==> src/hdl/arpc_pkg.sv <==
// shared types and codes for the arp cache
package arpc_pkg;
   localparam int unsigned TableEntriesDefault = 16;
   localparam logic [31:0] ValidPeriodReset = 32'd300000;
   localparam logic [31:0] WaitTimeoutReset = 32'd1000;

   localparam logic [1:0] CMD_LOOKUP   = 2'd0;
   localparam logic [1:0] CMD_REFRESH  = 2'd1;
   localparam logic [1:0] CMD_REGISTER = 2'd2;

   localparam logic [1:0] ST_INVALID = 2'd0;
   localparam logic [1:0] ST_VALID   = 2'd1;
   localparam logic [1:0] ST_WAIT    = 2'd2;

   localparam logic [1:0] CSR_VALID_PERIOD = 2'd0;
   localparam logic [1:0] CSR_WAIT_TIMEOUT = 2'd1;

   typedef struct packed {
      logic [31:0] ip;
      logic [47:0] mac;
      logic        kind;
      logic [1:0]  status;
      logic [31:0] stamp;
   } entry_type;
endpackage

==> src/hdl/arp_cache_table_with_aging.sv <==
// arp cache top level: ring of entry cells and the scan sequencer
// Usage: an item on the req_ channel is a lookup, refresh or register command.
// It is taken when req_valid is high and req_stall is low; req_stall stays high
// while a command is being processed and until its result is taken.
// The entries sit in a ring of cells that rotates one place per cycle while
// a command is scanned or written; the head cell is examined and optionally
// rewritten as it passes. Lookup and refresh scan the ring once and then go
// to the result state; register scans it to pick the target, rotates it
// again to write that entry, and then goes to the result state.
// The result appears on rsp_ with rsp_valid and is held while rsp_stall is
// high; no new command is taken until it is delivered.
// The csr_ port writes valid_period (index 0) or wait_timeout (index 1); it is
// always ready, and writes to other indexes are ignored.
// Reset clears every entry to invalid with zero fields and restores the
// default timeouts.
module arp_cache_table_with_aging #(
   parameter int unsigned TABLE_ENTRIES = arpc_pkg::TableEntriesDefault
) (
   input  logic        clock,
   input  logic        reset,
   input  logic        req_valid,
   output logic        req_stall,
   input  logic [1:0]  req_cmd,
   input  logic [31:0] req_ip_addr,
   input  logic [47:0] req_mac_addr,
   input  logic        req_mac_present,
   input  logic        req_entry_type,
   input  logic [1:0]  req_entry_state,
   input  logic [31:0] req_now_ms,
   output logic        rsp_valid,
   input  logic        rsp_stall,
   output logic [1:0]  rsp_status,
   output logic [47:0] rsp_mac_out,
   output logic [3:0]  rsp_slot,
   input  logic        csr_valid,
   output logic        csr_ready,
   input  logic [1:0]  csr_index,
   input  logic [31:0] csr_wdata
);
   import arpc_pkg::*;

   localparam int unsigned IW = (TABLE_ENTRIES > 1) ? $clog2(TABLE_ENTRIES) : 1;
   localparam int unsigned CW = $clog2(TABLE_ENTRIES + 1);
   localparam logic [CW-1:0] LAST = CW'(TABLE_ENTRIES - 1);

   typedef enum logic [3:0] {
      S_IDLE  = 4'b0001,
      S_SCAN  = 4'b0010,
      S_WRITE = 4'b0100,
      S_RESP  = 4'b1000
   } state_type;

   state_type   state_ff, state_in;
   logic [CW-1:0] cnt_ff, cnt_in;
   logic [31:0] vp_ff, wt_ff;
   logic [1:0]  cmd_ff;
   logic [31:0] ip_ff, now_ff;
   logic [47:0] mac_ff;
   logic        has_mac_ff, kind_ff;
   logic [1:0]  st_ff;
   logic        found_ff, found_in, fip_ff, fip_in, ffree_ff, ffree_in;
   logic [IW-1:0] ipidx_ff, ipidx_in, freeidx_ff, freeidx_in, oldidx_ff, oldidx_in;
   logic [IW-1:0] target_ff, target_in;
   logic [31:0] oldest_ff, oldest_in;
   logic [1:0]  status_ff, status_in;
   logic [47:0] macout_ff, macout_in;
   logic [3:0]  slot_ff, slot_in;

   entry_type   q [TABLE_ENTRIES];
   entry_type   head, head_mod;
   logic        shift_en;
   logic [IW-1:0] idx;
   logic        live, match, expired;
   logic [31:0] age;

   assign shift_en = (state_ff == S_SCAN) || (state_ff == S_WRITE);
   assign head = q[0];

   for (genvar i = 0; i < TABLE_ENTRIES; i++) begin : g_ring
      entry_type d;
      if (i == TABLE_ENTRIES - 1) begin : g_tail
         assign d = head_mod;
      end else begin : g_mid
         assign d = q[i+1];
      end
      arpc_cell u_cell (
         .clock    (clock),
         .reset    (reset),
         .shift_en (shift_en),
         .d_in     (d),
         .q        (q[i])
      );
   end

   assign idx     = cnt_ff[IW-1:0];
   assign live    = (head.status != ST_INVALID);
   assign match   = (head.ip == ip_ff);
   assign age     = now_ff - head.stamp;
   assign expired = (head.status == ST_VALID) ? (age > vp_ff) : (age > wt_ff);

   always_comb begin
      state_in   = state_ff;
      cnt_in     = cnt_ff;
      head_mod   = head;
      found_in   = found_ff;
      fip_in     = fip_ff;
      ipidx_in   = ipidx_ff;
      ffree_in   = ffree_ff;
      freeidx_in = freeidx_ff;
      oldest_in  = oldest_ff;
      oldidx_in  = oldidx_ff;
      target_in  = target_ff;
      status_in  = status_ff;
      macout_in  = macout_ff;
      slot_in    = slot_ff;
      unique case (state_ff)
         S_IDLE: begin
            if (req_valid) begin
               state_in   = S_SCAN;
               cnt_in     = '0;
               found_in   = 1'b0;
               fip_in     = 1'b0;
               ffree_in   = 1'b0;
               oldest_in  = '0;
               oldidx_in  = '0;
               ipidx_in   = '0;
               freeidx_in = '0;
               status_in  = ST_INVALID;
               macout_in  = '0;
               slot_in    = '0;
            end
         end
         S_SCAN: begin
            case (cmd_ff)
               CMD_LOOKUP: begin
                  if (!found_ff && live && match) begin
                     found_in = 1'b1;
                     if (expired) begin
                        head_mod.status = ST_INVALID;
                     end else begin
                        status_in = head.status;
                        macout_in = (head.status == ST_VALID) ? head.mac : '0;
                        slot_in   = 4'(idx);
                     end
                  end
               end
               CMD_REFRESH: begin
                  if (!found_ff && live && match) begin
                     found_in        = 1'b1;
                     head_mod.stamp  = now_ff;
                     head_mod.status = ST_VALID;
                     status_in       = ST_VALID;
                     slot_in         = 4'(idx);
                  end
               end
               CMD_REGISTER: begin
                  if (!fip_ff && match) begin
                     fip_in   = 1'b1;
                     ipidx_in = idx;
                  end
                  if (!ffree_ff && (!live || expired)) begin
                     ffree_in   = 1'b1;
                     freeidx_in = idx;
                  end
                  if (age > oldest_ff) begin
                     oldest_in = age;
                     oldidx_in = idx;
                  end
               end
               default: begin
               end
            endcase
            if (cnt_ff == LAST) begin
               cnt_in = '0;
               if (cmd_ff == CMD_REGISTER) begin
                  state_in  = S_WRITE;
                  target_in = fip_in ? ipidx_in : (ffree_in ? freeidx_in : oldidx_in);
               end else begin
                  state_in = S_RESP;
               end
            end else begin
               cnt_in = cnt_ff + 1'b1;
            end
         end
         S_WRITE: begin
            if (idx == target_ff) begin
               head_mod.ip     = ip_ff;
               head_mod.kind   = kind_ff;
               head_mod.status = st_ff;
               head_mod.stamp  = now_ff;
               if (has_mac_ff) begin
                  head_mod.mac = mac_ff;
               end
               status_in = ST_VALID;
               slot_in   = 4'(idx);
            end
            if (cnt_ff == LAST) begin
               cnt_in   = '0;
               state_in = S_RESP;
            end else begin
               cnt_in = cnt_ff + 1'b1;
            end
         end
         S_RESP: begin
            if (!rsp_stall) begin
               state_in = S_IDLE;
            end
         end
         default: begin
            state_in = S_IDLE;
         end
      endcase
   end

   always_ff @(posedge clock) begin
      if (reset) begin
         state_ff <= S_IDLE;
         cnt_ff   <= '0;
         vp_ff    <= ValidPeriodReset;
         wt_ff    <= WaitTimeoutReset;
      end else begin
         state_ff <= state_in;
         cnt_ff   <= cnt_in;
         if (csr_valid && csr_index == CSR_VALID_PERIOD) begin
            vp_ff <= csr_wdata;
         end
         if (csr_valid && csr_index == CSR_WAIT_TIMEOUT) begin
            wt_ff <= csr_wdata;
         end
      end
   end

   always_ff @(posedge clock) begin
      if (state_ff == S_IDLE && req_valid) begin
         cmd_ff     <= req_cmd;
         ip_ff      <= req_ip_addr;
         now_ff     <= req_now_ms;
         mac_ff     <= req_mac_addr;
         has_mac_ff <= req_mac_present;
         kind_ff    <= req_entry_type;
         st_ff      <= (req_entry_state == 2'd3) ? ST_WAIT : req_entry_state;
      end
      found_ff   <= found_in;
      fip_ff     <= fip_in;
      ipidx_ff   <= ipidx_in;
      ffree_ff   <= ffree_in;
      freeidx_ff <= freeidx_in;
      oldest_ff  <= oldest_in;
      oldidx_ff  <= oldidx_in;
      target_ff  <= target_in;
      status_ff  <= status_in;
      macout_ff  <= macout_in;
      slot_ff    <= slot_in;
   end

   assign req_stall   = (state_ff != S_IDLE);
   assign rsp_valid   = (state_ff == S_RESP);
   assign rsp_status  = status_ff;
   assign rsp_mac_out = macout_ff;
   assign rsp_slot    = slot_ff;
   assign csr_ready   = 1'b1;

`ifndef SYNTH
   a_cnt_range: assert property (@(posedge clock) disable iff (reset)
      cnt_ff <= LAST) else $error("scan counter out of range");
   a_scan_wraps: assert property (@(posedge clock) disable iff (reset)
      (state_ff == S_SCAN && cnt_ff == LAST) |=>
      (state_ff == S_WRITE || state_ff == S_RESP)) else $error("scan did not end");
   a_write_target: assert property (@(posedge clock) disable iff (reset)
      (state_ff == S_RESP && $past(state_ff) == S_WRITE) |-> (rsp_status == ST_VALID))
      else $error("register wrote no entry");
   a_no_take_busy: assert property (@(posedge clock) disable iff (reset)
      rsp_valid |-> req_stall) else $error("item taken while result pending");
`endif
endmodule

==> src/hdl/arpc_cell.sv <==
// one table entry in the rotating ring
module arpc_cell (
   input  logic                clock,
   input  logic                reset,
   input  logic                shift_en,
   input  arpc_pkg::entry_type d_in,
   output arpc_pkg::entry_type q
);
   import arpc_pkg::*;

   entry_type entry_ff;

   always_ff @(posedge clock) begin
      if (reset) begin
         entry_ff <= '0;
      end else if (shift_en) begin
         entry_ff <= d_in;
      end
   end

   assign q = entry_ff;
endmodule

==> config.mk <==
export PLATFORM = sky130hd
export DESIGN_NAME = arp_cache_table_with_aging
export DESIGN_NICKNAME = d
export VERILOG_FILES = /design/src/hdl/arpc_pkg.sv /design/src/hdl/arp_cache_table_with_aging.sv /design/src/hdl/arpc_cell.sv
export SDC_FILE = /design/constraint.sdc
export NUM_CORES = 2
export LEC_CHECK = 0
export ABC_CLOCK_PERIOD_IN_PS = 6400
export BUFFER_PORTS_ARGS = -buffer_cell sky130_fd_sc_hd__buf_2
export CAP_MARGIN = 15
export CORE_MARGIN = 10
export CORE_UTILIZATION = 50
export DETAILED_ROUTE_END_ITERATION = 12
export PLACE_DENSITY = 0.68
export RECOVER_POWER = 50
export REMOVE_ABC_BUFFERS = 1
export SETUP_SLACK_MARGIN = 0.2
export SYNTH_ARGS = -nofsm -noshare
export SYNTH_HDL_FRONTEND = slang
export SYNTH_SLANG_ARGS = --single-unit
export TNS_END_PERCENT = 5
==> constraint.sdc <==
create_clock -name clock -period 6.4 [get_ports clock]
set_input_delay 1.28 -clock clock [delete_from_list [all_inputs] [get_ports clock]]
set_output_delay 1.28 -clock clock [all_outputs]
set_load 0.005 [all_outputs]
# ---- After elaboration in Yosys (flattened, before gate mapping)
# Cells that the tools add are included.
dict set report totals {
  elab_cells 230
  input_bits 157
  reg_bits 2136
  output_inout_bits 57
}
dict set report op_classes {
  n_mux 66
  n_reduce_logical 29
  order_cmp 3
  n_addsub 2
  n_eq_ne 28
}
# cell n
set op_table {}
lappend op_table {{$mux W48} 6}
lappend op_table {{$mux W32} 4}
lappend op_table {{$mux W115} 1}
lappend op_table {{$gt A32 B32 Y1} 3}
lappend op_table {{$pmux W48 S2} 1}
lappend op_table {{$mux W81} 1}
lappend op_table {{$mux W4} 18}
lappend op_table {{$pmux W34 S2} 1}
lappend op_table {{$pmux W32 S2} 1}
lappend op_table {{$mux W34} 1}
lappend op_table {{$eq A32 B32 Y1} 1}
lappend op_table {{$pmux W4 S2} 4}
lappend op_table {{$sub A32 B32 Y32} 1}
lappend op_table {{$pmux W4 S4} 1}
lappend op_table {{$mux W2} 7}
lappend op_table {{$ne A2 B1 Y1 const B} 7}
lappend op_table {{$pmux W4 S3} 1}
lappend op_table {{$reduce_and A4 Y1} 3}
lappend op_table {{$mux W1} 10}
lappend op_table {{$mux W5} 2}
lappend op_table {{$pmux W5 S2} 1}
lappend op_table {{$ne A3 B3 Y1 const B} 3}
lappend op_table {{$ne A2 B2 Y1 const B} 4}
lappend op_table {{$pmux W2 S2} 2}
lappend op_table {{24 further kinds} 44}

# ---- Depth between registers and ports, before layout
dict set report depth {
  ltp_word 10
  depth_mapped 21
  mapped_depth_nobuf 20
}

# ---- Modules after synthesis
# From an unflattened synthesis, not the netlist that was laid out.
dict set report unflattened {
  cells_unflattened 7518
  area_unflattened_um2 81994.9
}
# mod instances seq_area_each_um2 cells_each area_each_um2
set modules_own_cells {}
lappend modules_own_cells {arpc_cell 16 2302.2 371 4103.9}
lappend modules_own_cells {arp_cache_table_with_aging 1 8157.8 1582 16331.9}

# ---- Least setup slack after synthesis
# No wires, ideal clock.
dict set report synth_timing {
  path_kind {register -> register}
  startpoint {register now_ff[12]}
  endpoint {register macout_ff[0], in the netlist rsp_mac_out[0] (enable)}
  arrival_ns 6.350
  setup_time_ns 0.469
  n_path_buf 0
  synth_period_minus_slack_ns 6.820
  slack_ns -0.420
  t_required_ns 5.931
  stages_incl_launch_ff 18
  cell_sequence {edfxtp_1 > ha_1 > nand4_1 > or3_1 > nor4b_2 > o21ai_1 > o21ai_2 > mux2i_1 > nand4_1 > ha_1 > nand4_1 > nor4_1 > nor3b_1 > a31oi_1 > o21ai_1 > o21ai_0 > or3_1 > a21oi_1}
}
dict set report synth_via {
  elab_chain_cells 5
  word_cells_on_any_way 6
  classes_between {add/sub (1); order compare (2); eq/ne (1); mux (1); reduce/logical (1)}
}
# item line_no
set synth_lines {}
lappend synth_lines {{start: declaration} arp_cache_table_with_aging.sv:57} ;# logic [31:0] ip_ff, now_ff;
lappend synth_lines {{start signal: assignment} arp_cache_table_with_aging.sv:237} ;# now_ff <= req_now_ms;
lappend synth_lines {{$sub A32 B32 Y32 *} arp_cache_table_with_aging.sv:98} ;# assign age = now_ff - head.stamp;
lappend synth_lines {{via age[29]} arp_cache_table_with_aging.sv:74} ;# logic [31:0] age;
lappend synth_lines {{$gt A32 B32 Y1} arp_cache_table_with_aging.sv:99} ;# assign expired = (head.status == ST_VALID) ? (age > vp_ff) : (age > wt_ff);
lappend synth_lines {{$mux W1 *} arp_cache_table_with_aging.sv:99}
lappend synth_lines {{$ne A2 B2 Y1 (no source line) *} n/a}
lappend synth_lines {{$reduce_and A5 Y1 (no source line) *} n/a}
lappend synth_lines {{end signal: assignment} arp_cache_table_with_aging.sv:252} ;# macout_ff <= macout_in;
lappend synth_lines {{end: declaration} arp_cache_table_with_aging.sv:66} ;# logic [47:0] macout_ff, macout_in;
# The timed path passes the listed nets; every way through them passes the cells marked *.
# A chain may end at the register's enable or synchronous reset.

# ---- Worst setup path in the final report
dict set report layout_timing {
  startpoint {register g_ring[0].u_cell.entry_ff (netlist bit g_ring[0].u_cell.q[18])}
  endpoint {register macout_ff[25], in the netlist rsp_mac_out[25] (enable)}
}
dict set report layout_via {
  elab_chain_cells 5
  word_cells_on_any_way 6
  classes_between {add/sub (1); order compare (2); eq/ne (1); mux (1); reduce/logical (1)}
}
# item line_no
set layout_lines {}
lappend layout_lines {{start: declaration} arpc_cell.sv:11} ;# entry_type entry_ff;
lappend layout_lines {{start signal: assignment} arpc_cell.sv:17} ;# entry_ff <= d_in;
lappend layout_lines {{$sub A32 B32 Y32 *} arp_cache_table_with_aging.sv:98}
lappend layout_lines {{via age[31]} arp_cache_table_with_aging.sv:74}
lappend layout_lines {{$gt A32 B32 Y1} arp_cache_table_with_aging.sv:99}
lappend layout_lines {{$mux W1 *} arp_cache_table_with_aging.sv:99}
lappend layout_lines {{$ne A2 B2 Y1 (no source line) *} n/a}
lappend layout_lines {{$reduce_and A5 Y1 (no source line) *} n/a}
# Marks and branches as above.

==> results by group <==
Clock tree
  • CTS Buf Count: 209
  • Root Driver: clkbuf_16
  • Sink Count: 2,119
  • Clock Tree Buf Depth: 3
  • H-tree levels: 4
  • Setup Buffers After CTS: 0
  • Worst skew pair latency: 830 ps
  • CTS tree: yes
  • Clock transition at path regs: 60 ps

Synth
  • Gate Count Post-Synth: 9,365
  • Synth unique cells: 75
  • Synth warnings: 0
  • Async set or reset register ratio after synthesis: 0%
  • Syn_area_per_cell: 8.32 um2
  • Cell Area, Synth: 0.0779 mm2
  • EDFF count, synth: 222
  • Seq/Total Area, Yosys: 57.3%
  • Prevailing post-synth register cell: dfxtp_1
  • #FFs+latches synth: 2,119

Global routing
  • First-pass GRT wire length: 270,000 um
  • GR Util All Layers: 18.2%
  • Total gr overflow: 0
  • Largest net degree at the start of global routing: 245
  • Antenna violations before repair: 28
  • Vias in the first global route: 54,500

Finish
  • Fin cells: 11,400
  • Layout cells sized above 1: 6.37%
  • Area added between synthesis and finish: 11.1%
  • Final nets: 9,479
  • Fillers: 13,900
  • Layout Utilization: 56.1%

Die
  • Initial core utilization: 50.5%
  • Core ar.: 0.154 mm2
  • Die H: 415 um
  • DIE AREA: 0.172 mm2
  • Die X: 415 um
  • Top Ports: 214
  • # rows: 144

Placement
  • Placer Congestion: 0.822
  • # port buffers: 211
  • Placed cells: 11,000
  • Dpl hpwl: 98,200 um

Power
  • Total chip power: 27.1 mW
  • Cell Int Power: 20.9 mW
  • Combinational fraction of design power: 5.1%
  • Power Dens Cells: 313 mW/mm2
  • Register share of total power: 50.6%
  • Worst VDD drop: 0.227 mV
  • Lkg Pwr: 28.7 nW
  • Switching share of power: 22.8%
  • Clock power frac: 44.4%
  • Sw power: 6.17 mW

Route
  • M1 WL: 73,500 um
  • Drt first pass iters: 7
  • DR vias/cell: 5.19
  • WL met2: 80,700 um
  • Antenna-violating nets left: 0
  • Met3 WL post-DR: 6530 um
  • WL/cell: 14.5 um
  • DR top layer: met5
  • Post-Route WL: 165,000 um
  • Initial drt markers: 4,744
  • Via count: 59,300
  • DRC errors left: 0

STA
  • Period minus WS final: 5760 ps
  • Max Fclk: 0.174 GHz
  • Worst slew margin: -119%
  • # setup viols final: 0
  • Fin Setup TNS: 0 ps
  • Fin. Hold Viols: 0
  • Slew @ Worst Pin: 3290 ps
  • RSZ-0062 raised after global routing: false
  • Fin. max-slew vios: 2,281
  • Setup Skew: 43.6 ps
  • Tcrit/Tclk final: 89.9%

Critical path
  • Crit Path Category: reg2reg
  • Crit path largest cell delay: 550 ps
  • Cells on worst reg2reg path: 21
  • WP buf/inv: 3
  • CP max FO: 25
  • Crit path launch: g_ring[0].u_cell.q[18]
  • Worst Path Required: 6920 ps
  • Slowest cell on crit path: a2111oi_0
  • CP delay by family, top: compound AO/OA/AOI/OAI gates
  • Crit-path cells: inv_1, ha_1, a2111oi_0, o21ai_1, a31oi_1, nor2_1, a21oi_1, o21ai_2, a221oi_2, xnor2_1, ha_1, nand4_1, nor4_2, nor3b_2, a31oi_1, o21ai_1, o21ai_1, or3_1, a21oi_4, buf_12, buf_12
  • Worst R2R End: rsp_mac_out[25]
  • Startpoint Class: flop
  • Worst R2R Setup Slack: 640 ps
  • Worst path most repeated cell: o21ai_1
  • Crit path capture type: flop
  • Worst reg2reg startpoint: g_ring[0].u_cell.q[18]
  • Critical path data arrival time: 6280 ps

Worst hold path
  • Hold depth: 2
  • Hold Crit Start: g_ring[2].u_cell.q[76]
  • Hold Crit Class: reg2reg
  • WHS Endpoint: g_ring[1].u_cell.q[76]

Status
  • Outcome: complete, but fails checks
  • Failing checks: capacitance limit, slew limit

Run
  • Max_cap viols: 19
power groups by stage:
stage | registers (mW) | clock network [mW] | logic [mW]
finish | 13.7 | 12.0 | 1.37
global route | 13.7 | 12.8 | 1.53
CTS | 13.7 | 12.3 | 1.40
detailed placement | 14.0 | 0 | 1.39
global placement | 14.0 | 0 | 1.37
floorplan | 14.0 | 0 | 0.799
state kept, by name (all words and copies together) (netlist names), 5 cells and up:
signal,flops
cnt_ff,5
wt_ff,32
oldest_ff,32
vp_ff,32
rsp_mac_out,48
now_ff,32
mac_ff,48
ip_ff,32
g_ring.u_cell.q,1824
per-stage QoR:
stage          instance area (um2)  setup WS, ps  hold slack, ps
6_report                     86600           644             420
5_1_grt                      86600           247             447
4_1_cts                      86800           396             425
3_5_place_dp                 80000           436             440
3_3_place_gp                 80000           479             435
2_1_floorplan                75300        -56030             426
logic make-up (layout without fill, tap and decap cells):
family | Yosys count | count (layout) | synth area share [%]
adder cells (fa/ha/maj) | 129 | 129 | 2.08
buffers and inverters | 814 | 814 | 4.01
AND/OR/NAND/NOR | 4047 | 4047 | 20.2
flip-flops | 2119 | 2119 | 57.3
other | 1 | 8 | 0.00481
AO/OA/AOI/OAI | 2135 | 2135 | 15.0
XOR/XNOR | 61 | 61 | 0.686
multiplexers | 59 | 59 | 0.758
worst reg2reg max path, delay by kind of cell (launching register included):
kind / cells / cell delay (ps)
buffers and inverters: 3 / 510
adder cells (fa/ha/maj): 2 / 720
XOR/XNOR: 1 / 190
flip-flops: 1 / 370
AO/OA/AOI/OAI: 10 / 2420
AND/OR/NAND/NOR: 5 / 1220
cell usage in the layout, fill, tap and decap left out, drive strengths merged, types with 8 or more instances in the layout:
master / netlist / routed
nand2: 3672 / 3672
dfxtp: 1897 / 1897
a21oi: 1856 / 1856
clkbuf: 645 / 441
edfxtp: 222 / 222
buf: 27 / 176
nor2: 156 / 156
inv: 142 / 151
ha: 128 / 128
and3: 62 / 62
mux2i: 59 / 59
a211oi: 58 / 58
o21ai: 53 / 53
xor2: 45 / 45
clkinv: 0 / 42
a22oi: 37 / 37
a311oi: 33 / 33
and2: 29 / 29
nor3: 25 / 25
nand4: 24 / 24
nand3: 24 / 24
a21o: 21 / 21
xnor2: 16 / 16
nor4: 16 / 16
a211o: 14 / 14
nor2b: 10 / 10
o21a: 10 / 10
o211ai: 8 / 8
worst max path at each step:
stage / endpoint / cells past startpoint
floorplan: state_ff[2] / 6
global placement: rsp_mac_out[43] / 19
detailed placement: rsp_mac_out[43] / 19
CTS: rsp_mac_out[31] / 19
global route: rsp_mac_out[0] / 22
finish: rsp_mac_out[25] / 21
synthesized netlist by cell type, types with 4 or more instances:
cell type	count	share of area, %
nand2b_1	7	0.056
ha_1	128	2.1
buf_6	6	0.087
o211ai_1	8	0.077
nand2_1	3672	18
or3_1	5	0.040
nor3_1	24	0.15
a21o_1	21	0.20
inv_1	141	0.68
o31ai_1	4	0.039
o21ai_1	9	0.058
edfxtp_1	222	8.6
a2111oi_0	5	0.056
a311oi_1	33	0.37
nand4_1	24	0.19
nor3b_1	4	0.039
xnor2_1	16	0.18
buf_2	16	0.10
and3_1	62	0.50
o21ai_0	42	0.27
nor2b_1	10	0.080
or2_2	4	0.032
a22oi_1	7	0.067
a31oi_1	7	0.056
a21oi_1	1826	12
mux2i_1	59	0.76
a22oi_2	30	0.48
dfxtp_1	1897	49
a21oi_2	30	0.34
xor2_1	45	0.51
a21boi_0	7	0.067
a211oi_1	58	0.56
nand3_1	23	0.15
a211o_1	14	0.16
and2_1	29	0.23
nor4_1	14	0.11
nor2_1	156	0.75
buf_1	4	0.019
o21a_1	10	0.096
clkbuf_1	645	3.1
layout make-up:
class | count | area (um2) | area share [%]
diodes | 7 | 17.5 | 0.0202
clock buffers | 328 | 6360 | 7.35
clock inverters | 55 | 499 | 0.577
inverters | 142 | 538 | 0.621
multi-input cells | 6432 | 30200 | 34.9
flip-flops and latches | 2119 | 44600 | 51.6
well taps | 2044 | 2560 | 2.95
repair buffers | 289 | 1720 | 1.99
per-layer routing:
| metal | track usage [%] | vias to the layer above |
|---|---|---|
| met5 | 0 | - |
| met4 | 6.19 | 4 |
| met3 | 3.26 | 261 |
| met2 | 31.1 | 886 |
| met1 | 23.2 | 27800 |
| li1 | - | 30300 |
timing repair:
item                       in CTS  in global routing
hold endpoints to repair        0                  0
resized for setup               0                  7
setup endpoints to repair       0                 63
hold buffers                    0                  0
No activity file was read; power rests on OpenSTA's default activity.
